## src/sv/rle_dec_pkg.sv

```systemverilog
package rle_dec_pkg;

  localparam int unsigned ByteW   = 8;
  localparam int unsigned CountW  = 10;
  localparam int unsigned DigitsW = 2;

  localparam logic [ByteW-1:0]   SepReset  = 8'd83;
  localparam logic [ByteW-1:0]   DigitZero = 8'd48;
  localparam logic [ByteW-1:0]   Radix     = 8'd10;
  localparam logic [DigitsW-1:0] MaxDigits = 2'd3;

  typedef enum logic [2:0] {
    PhSymbol,
    PhSecond,
    PhLoneSep,
    PhCount,
    PhSkipTwo,
    PhSkipOne,
    PhDone,
    PhError
  } phase_e;

  typedef struct packed {
    logic             end_of_stream;
    logic [ByteW-1:0] in_byte;
  } item_t;

  typedef struct packed {
    logic              done_res;
    logic              error;
    logic [CountW-1:0] repeat_count;
    logic [ByteW-1:0]  out_byte;
  } result_t;

endpackage

```

## src/sv/rle_dec_in_reg.sv

```systemverilog
module rle_dec_in_reg (
  input  logic                 clk_i,
  input  logic                 rst_ni,
  input  logic                 valid_i,
  output logic                 ready_o,
  input  rle_dec_pkg::item_t   item_i,
  input  logic                 take_i,
  output logic                 fire_o,
  output rle_dec_pkg::item_t   item_o
);
  import rle_dec_pkg::*;

  logic  valid_q, valid_d;
  item_t item_q;
  logic  load;

  assign fire_o  = valid_q && take_i;
  assign ready_o = !valid_q || take_i;
  assign load    = valid_i && ready_o;
  assign item_o  = item_q;

  always_comb begin
    valid_d = valid_q;
    if (load) begin
      valid_d = 1'b1;
    end else if (fire_o) begin
      valid_d = 1'b0;
    end
  end

  always_ff @(posedge clk_i or negedge rst_ni) begin
    if (!rst_ni) begin
      valid_q <= 1'b0;
    end else begin
      valid_q <= valid_d;
    end
  end

  always_ff @(posedge clk_i) begin
    if (load) begin
      item_q <= item_i;
    end
  end

endmodule

```

## src/sv/rle_dec_core.sv

```systemverilog
module rle_dec_core (
  input  logic                              clk_i,
  input  logic                              rst_ni,
  input  logic                              cfg_we_i,
  input  logic [rle_dec_pkg::ByteW-1:0]     cfg_wdata_i,
  input  logic                              fire_i,
  input  rle_dec_pkg::item_t                item_i,
  output logic                              res_valid_o,
  output rle_dec_pkg::result_t              res_o
);
  import rle_dec_pkg::*;

  phase_e              phase_q, phase_d;
  logic [ByteW-1:0]    sep_q, sep_d;
  logic [ByteW-1:0]    held_q, held_d;
  logic [CountW-1:0]   count_q, count_d;
  logic [DigitsW-1:0]  digits_q, digits_d;

  logic [ByteW-1:0]    b;
  logic                eos;
  logic                halted;
  logic                is_digit;
  logic [3:0]          digit_val;
  logic [CountW-1:0]   times_ten;
  logic [CountW-1:0]   acc;
  logic [DigitsW-1:0]  digits_inc;

  assign b          = item_i.in_byte;
  assign eos        = item_i.end_of_stream;
  assign halted     = (phase_q == PhDone) || (phase_q == PhError);
  assign is_digit   = (b >= DigitZero) && (b < DigitZero + Radix);
  // The digit value only matters when the byte is a digit, where it fits in four bits.
  assign digit_val  = b[3:0] - DigitZero[3:0];
  // Multiply by ten as 8x + 2x; the count wraps at its width.
  assign times_ten  = (count_q << 3) + (count_q << 1);
  assign acc        = times_ten + {{(CountW-4){1'b0}}, digit_val};
  assign digits_inc = digits_q + 2'd1;
  assign sep_d      = cfg_we_i ? cfg_wdata_i : sep_q;

  // Next phase.
  always_comb begin
    phase_d = phase_q;
    if (fire_i && !halted) begin
      if (eos) begin
        if (phase_q == PhSymbol || phase_q == PhSkipOne || phase_q == PhSkipTwo) begin
          phase_d = PhDone;
        end else begin
          phase_d = PhError;
        end
      end else begin
        case (phase_q)
          PhSymbol: phase_d = PhSecond;
          PhSecond: begin
            if (b == held_q) begin
              phase_d = PhCount;
            end else if (b == sep_q) begin
              phase_d = PhLoneSep;
            end else begin
              phase_d = PhError;
            end
          end
          PhLoneSep: phase_d = (b == sep_q) ? PhSymbol : PhError;
          PhCount: begin
            if (digits_q != '0 && b == sep_q) begin
              phase_d = PhSkipOne;
            end else if (!is_digit) begin
              phase_d = PhError;
            end else if (digits_inc == MaxDigits) begin
              phase_d = PhSkipTwo;
            end
          end
          PhSkipTwo: phase_d = PhSkipOne;
          PhSkipOne: phase_d = PhSymbol;
          default:   phase_d = PhError;
        endcase
      end
    end
  end

  // Results and datapath registers.
  always_comb begin
    held_d      = held_q;
    count_d     = count_q;
    digits_d    = digits_q;
    res_valid_o = 1'b0;
    res_o       = '0;
    if (fire_i && !halted) begin
      if (eos) begin
        res_valid_o = 1'b1;
        if (phase_q == PhSymbol || phase_q == PhSkipOne || phase_q == PhSkipTwo) begin
          res_o.done_res = 1'b1;
        end else begin
          res_o.error = 1'b1;
        end
      end else begin
        case (phase_q)
          PhSymbol: begin
            held_d             = b;
            res_valid_o        = 1'b1;
            res_o.out_byte     = b;
            res_o.repeat_count = CountW'(1);
          end
          PhSecond: begin
            if (b == held_q) begin
              count_d            = '0;
              digits_d           = '0;
              res_valid_o        = 1'b1;
              res_o.out_byte     = b;
              res_o.repeat_count = CountW'(1);
            end else if (b != sep_q) begin
              res_valid_o = 1'b1;
              res_o.error = 1'b1;
            end
          end
          PhLoneSep: begin
            if (b != sep_q) begin
              res_valid_o = 1'b1;
              res_o.error = 1'b1;
            end
          end
          PhCount: begin
            if (digits_q != '0 && b == sep_q) begin
              res_valid_o        = (count_q != '0);
              res_o.out_byte     = held_q;
              res_o.repeat_count = count_q;
            end else if (!is_digit) begin
              res_valid_o = 1'b1;
              res_o.error = 1'b1;
            end else begin
              count_d  = acc;
              digits_d = digits_inc;
              if (digits_inc == MaxDigits) begin
                res_valid_o        = (acc != '0);
                res_o.out_byte     = held_q;
                res_o.repeat_count = acc;
              end
            end
          end
          PhSkipTwo, PhSkipOne: begin
            res_valid_o = 1'b0;
          end
          default: begin
            res_valid_o = 1'b1;
            res_o.error = 1'b1;
          end
        endcase
      end
    end
  end

  always_ff @(posedge clk_i or negedge rst_ni) begin
    if (!rst_ni) begin
      phase_q  <= PhSymbol;
      sep_q    <= SepReset;
      held_q   <= '0;
      count_q  <= '0;
      digits_q <= '0;
    end else begin
      phase_q  <= phase_d;
      sep_q    <= sep_d;
      held_q   <= held_d;
      count_q  <= count_d;
      digits_q <= digits_d;
    end
  end

endmodule

```

## src/sv/rle_dec_out_buf.sv

```systemverilog
module rle_dec_out_buf (
  input  logic                  clk_i,
  input  logic                  rst_ni,
  input  logic                  push_i,
  input  rle_dec_pkg::result_t  data_i,
  output logic                  ready_o,
  output logic                  valid_o,
  input  logic                  pop_ready_i,
  output rle_dec_pkg::result_t  data_o
);
  import rle_dec_pkg::*;

  logic [1:0] count_q, count_d;
  result_t    head_q, head_d;
  result_t    skid_q, skid_d;
  logic       pop;

  // Ready depends only on the fill count, so no path runs from the
  // downstream ready to the upstream ready.
  assign ready_o = (count_q != 2'd2);
  assign valid_o = (count_q != 2'd0);
  assign data_o  = head_q;
  assign pop     = valid_o && pop_ready_i;

  always_comb begin
    count_d = count_q;
    head_d  = head_q;
    skid_d  = skid_q;
    case (count_q)
      2'd0: begin
        if (push_i) begin
          head_d  = data_i;
          count_d = 2'd1;
        end
      end
      2'd1: begin
        if (push_i && pop) begin
          head_d = data_i;
        end else if (push_i) begin
          skid_d  = data_i;
          count_d = 2'd2;
        end else if (pop) begin
          count_d = 2'd0;
        end
      end
      2'd2: begin
        if (pop) begin
          head_d  = skid_q;
          count_d = 2'd1;
        end
      end
      default: count_d = 2'd0;
    endcase
  end

  always_ff @(posedge clk_i or negedge rst_ni) begin
    if (!rst_ni) begin
      count_q <= 2'd0;
    end else begin
      count_q <= count_d;
    end
  end

  always_ff @(posedge clk_i) begin
    head_q <= head_d;
    skid_q <= skid_d;
  end

endmodule

```

## src/sv/rle_text_decoder.sv

```systemverilog
// Run-length text decoder. One encoded byte enters per request on the slave
// side and every byte is taken at one per cycle while the result side keeps
// up; a request gives at most one result, which carries a symbol with its
// repeat count, or an error or end flag. The rate is set by the input
// register feeding the phase logic and the two-entry result buffer; when
// that buffer is full, input stalls until a result is taken. After an error
// or a clean end the block takes bytes but gives no result until reset. The
// user must write the separator byte through cfg_we_i and cfg_wdata_i only
// while no request is in flight; the block itself does not enforce this. It resets to 'S'.
module rle_text_decoder (
  input  logic        clk_i,
  input  logic        rst_ni,
  input  logic        cfg_we_i,
  input  logic [7:0]  cfg_wdata_i,
  input  logic        s_axis_tvalid,
  output logic        s_axis_tready,
  input  logic [7:0]  s_axis_tdata,   // [7:0] in_byte
  input  logic        s_axis_tlast,   // end_of_stream
  output logic        m_axis_tvalid,
  input  logic        m_axis_tready,
  output logic [23:0] m_axis_tdata,   // [7:0] out_byte, [17:8] repeat_count, rest zero
  output logic [1:0]  m_axis_tuser    // [0] error, [1] done_res
);
  import rle_dec_pkg::*;

  item_t   in_item;
  item_t   stage_item;
  logic    stage_fire;
  logic    buf_ready;
  logic    res_valid;
  result_t res;
  result_t out_res;

  assign in_item.in_byte       = s_axis_tdata;
  assign in_item.end_of_stream = s_axis_tlast;

  rle_dec_in_reg u_in_reg (
    .clk_i   (clk_i),
    .rst_ni  (rst_ni),
    .valid_i (s_axis_tvalid),
    .ready_o (s_axis_tready),
    .item_i  (in_item),
    .take_i  (buf_ready),
    .fire_o  (stage_fire),
    .item_o  (stage_item)
  );

  rle_dec_core u_core (
    .clk_i       (clk_i),
    .rst_ni      (rst_ni),
    .cfg_we_i    (cfg_we_i),
    .cfg_wdata_i (cfg_wdata_i),
    .fire_i      (stage_fire),
    .item_i      (stage_item),
    .res_valid_o (res_valid),
    .res_o       (res)
  );

  rle_dec_out_buf u_out_buf (
    .clk_i       (clk_i),
    .rst_ni      (rst_ni),
    .push_i      (res_valid),
    .data_i      (res),
    .ready_o     (buf_ready),
    .valid_o     (m_axis_tvalid),
    .pop_ready_i (m_axis_tready),
    .data_o      (out_res)
  );

  assign m_axis_tdata = {6'b0, out_res.repeat_count, out_res.out_byte};
  assign m_axis_tuser = {out_res.done_res, out_res.error};

endmodule

```

## config.mk

```make
export PLATFORM = sky130hd
export DESIGN_NAME = rle_text_decoder
export DESIGN_NICKNAME = d
export VERILOG_FILES = /design/src/sv/rle_dec_pkg.sv /design/src/sv/rle_dec_in_reg.sv /design/src/sv/rle_dec_core.sv /design/src/sv/rle_dec_out_buf.sv /design/src/sv/rle_text_decoder.sv
export SDC_FILE = /design/constraint.sdc
export NUM_CORES = 1
export LEC_CHECK = 0
export ABC_AREA = 1
export ABC_CLOCK_PERIOD_IN_PS = 3690
export BUFFER_PORTS_ARGS = -buffer_cell sky130_fd_sc_hd__buf_2
export CORE_ASPECT_RATIO = 1.5
export CORE_MARGIN = 2
export CORE_UTILIZATION = 53
export DETAILED_ROUTE_END_ITERATION = 10
export GPL_TIMING_DRIVEN = 0
export PLACE_DENSITY = 0.76
export RECOVER_POWER = 50
export SYNTH_ARGS = -nofsm -noshare
export SYNTH_HDL_FRONTEND = slang
export SYNTH_SLANG_ARGS = --single-unit
```

## constraint.sdc

```tcl
create_clock -name clk_i -period 3.69 [get_ports clk_i]
set_input_delay 0.5535 -clock clk_i [delete_from_list [all_inputs] [get_ports clk_i]]
set_output_delay 0.5535 -clock clk_i [all_outputs]
set_load 0.02 [all_outputs]
```

==> metrics.cfg <==
[hold_path]
hp-class = in2reg

[die]
die_width_um = 79.7
rows = 41
die_y_um = 118
die-area_sq_um = 9370
initial_core_util_pct = 54.5
boundaryPins = 50
core_sq_um = 8360

[clock_tree]
clk_pin_slew_ps = 60
insertion_delay_ps = 330
cts_tree = yes
htreeDepth = 3
numCtsBuffers = 9
cts_hold_buf = 0
clock-sinks = 83
clock_path_buffers = 2
clockRootBuffer = clkbuf_16
cts-resized-gates = 0
cts_setup_buffers = 0

[timing]
setup_viol = 0
fin_crit_sh_pct = 91.9
clock_skew_ps = 4.87
rsz0062_at_grt = false
min_period_ps = 3390
max_clock_freq_ghz = 0.295
final-hold-violation-count = 0
finalMaxSlewViolations = 35
tightest_slew_ps = 1940
slew-limit-headroom_pct = -29.2
fin_ws_ps = 298

[placed_design]
place_worst_setup_slack_ps = 115
io_buffers = 43
place.gp.congestion = 0.928
place_area_sq_um = 4940
dp_hpwl_um = 7060
dp_cells = 691

[route]
vias_per_cell = 5.15
first_pass_iters = 4
routedWlPerCell_um = 13.2
drt_wl_total_um = 9350
antenna_left = 0
vias = 3643
drtIter0Drc = 225
drcViolationCount = 0

[logic_synthesis]
yosys.area.top_type_share_pct = 32.3
avgSynthCellArea_sq_um = 8.52
ys_async_sr_fraction_pct = 41.0
yosysTopAreaCell = edfxtp_1
synth-main-ff-cell = edfxtp_1
ys_ff_latch = 83
ys_warn_count = 0
yosysUniqueCellTypes = 44
synth_commonest_cells = nand2_1, inv_1, edfxtp_1
synth_edf_count = 49
yosysMostFrequentCell = nand2_1
synth_area_sq_um = 4560
synth_area_leaders = edfxtp_1, dfrtp_1, nand2_1
ys_seq_area_share_pct = 51.1
syn_inst = 535

[global_route]
grt_pass1_wl_um = 15400
grt_overflow_total = 0
grt_pass1_vias = 3517
grt_max_degree = 35
grt_usage_pct = 20.9
antenna_found_initial = 0

[layout]
final_nets = 636
fin_util_pct = 62.3
drive_gt1_share_pct = 14.0
syn_to_final_growth_pct = 14.4
postLayoutCellArea_sq_um = 5210
final_cells = 708
fillers = 733
num_antenna_cells = 0

[outcome]
violations = capacitance limit, slew limit
status = complete, but fails checks

[power_and_ir_drop]
p_per_area_nw_per_um2 = 646
leakage_nw = 2.42
vdd.ir_drop.worst_v = 0.000391

[worst_setup_path]
crit_type = reg2reg
path_max_fanout = 10
crit_required_ps = 3710
arrival_ps = 3410
crit_path_end_kind = flip-flop
cp-start-kind = flip-flop

[job]
maxCapViolations = 1

-- path summary, 6_finish.rpt --
path,from,endpoint,slack [ps],cells past startpoint
min,s_axis_tdata[3],u_in_reg.item_o[3]$_DFFE_PP_,390,1
min in group asynchronous,rst_ni,u_core.count_q[7]$_DFFE_PN0P_,750,1
min reg2reg,u_core.sep_q[6]$_DFFE_PN1P_,u_core.sep_q[6]$_DFFE_PN1P_,490,2
max,u_in_reg.item_o[3]$_DFFE_PP_,u_out_buf.skid_q[11]$_DFFE_PP_,300,17
max in group asynchronous,rst_ni,u_core.sep_q[3]$_DFFE_PN0P_,1820,1
max reg2reg,u_in_reg.item_o[3]$_DFFE_PP_,u_out_buf.skid_q[11]$_DFFE_PP_,300,17
-- kinds of logic (layout without fill, tap and decap cells) --
family	Yosys count	count (layout)	share of synthesized area (%)
AND/OR/NAND/NOR	241	241	22.9
other	1	6	0.0823
adder cells (fa/ha/maj)	18	18	5.27
XOR/XNOR	5	5	0.961
flip-flops	83	83	51.1
buffers and inverters	113	174	10.3
AO/OA/AOI/OAI	74	74	9.45
-- placed cells by master (no fill, tap or decap), types with 2 or more instances in the layout --
master / n
edfxtp_1: 49
conb_1: 6
xnor2_1: 3
clkinv_2: 2
o31ai_1: 8
o21ai_1: 15
nand4_1: 14
fa_1: 2
nor2_1: 34
clkbuf_1: 29
inv_2: 16
dfrtp_1: 30
nor2_2: 2
o21ai_0: 23
dfstp_2: 4
clkinvlp_4: 3
ha_1: 16
nand2_1: 154
buf_4: 8
nor3_1: 4
nor4_1: 2
a21oi_1: 8
buf_6: 2
o211ai_1: 2
buf_2: 23
nand2_2: 4
xor2_1: 2
o22ai_1: 10
inv_1: 78
nand3_1: 20
a31oi_1: 2
clkbuf_16: 9
-- registers in the layout, summed over array words and instances (netlist names) --
register / flops
u_out_buf.data_o: 20
u_core.phase_q: 3
u_out_buf.skid_q: 20
u_in_reg.item_o: 9
u_out_buf.count_q: 2
u_in_reg.valid_q: 1
u_core.count_q: 10
u_core.sep_q: 8
u_core.held_q: 8
u_core.digits_q: 2
-- layout make-up --
type / instances / area, sq um / share of cell area [%]
timing repair inverter: 1 / 7.51 / 0.144
multi-input combinational: 344 / 1790 / 34.3
inverter: 97 / 370 / 7.11
clock inverter: 5 / 56.3 / 1.08
sequential: 83 / 2330 / 44.6
clock buffer: 11 / 233 / 4.46
timing repair buffer: 44 / 196 / 3.77
buffer: 16 / 103 / 1.97
tap: 107 / 134 / 2.57
-- worst max-delay path, stage by stage (launching register included) --
cell and delay [ps]:
edfxtp_1 500, fa_1 600, inv_1 60, fa_1 470, inv_1 100, nand2_1 70, nand2_1 60, nand2_1 50
nand2_1 140, nand3_1 80, nor2_1 90, nand2_1 70, nand2_1 50, nand2_1 40, nand2_1 90, nand2_2 70
nand3_1 210, clkinvlp_4 320
-- power breakdown --
group          leakage, nW  total, mW  internal (mW)  switching (mW)
clock network        0.139      0.864          0.523           0.341
registers            0.901       1.38           1.25           0.133
logic                 1.38       1.12          0.352           0.771
total                 2.42       3.37           2.12            1.25
-- metrics by stage --
step	TNS, ps	power [mW]	hold slack, ps
after floorplan	0	2.21	258
after global placement	-9830	2.47	477
after detailed placement	0	2.54	488
after CTS	0	3.40	334
after global routing	0	3.58	382
final	0	3.37	392
-- per-layer routing --
layer	vias up	wire [um]	GRT usage (%)
met5	-	0	0
met4	0	202	9.48
met1	1712	3790	24.3
met3	15	312	3.83
li1	1848	-	-
met2	68	5040	36.6
(Power assumes the default switching activity.)
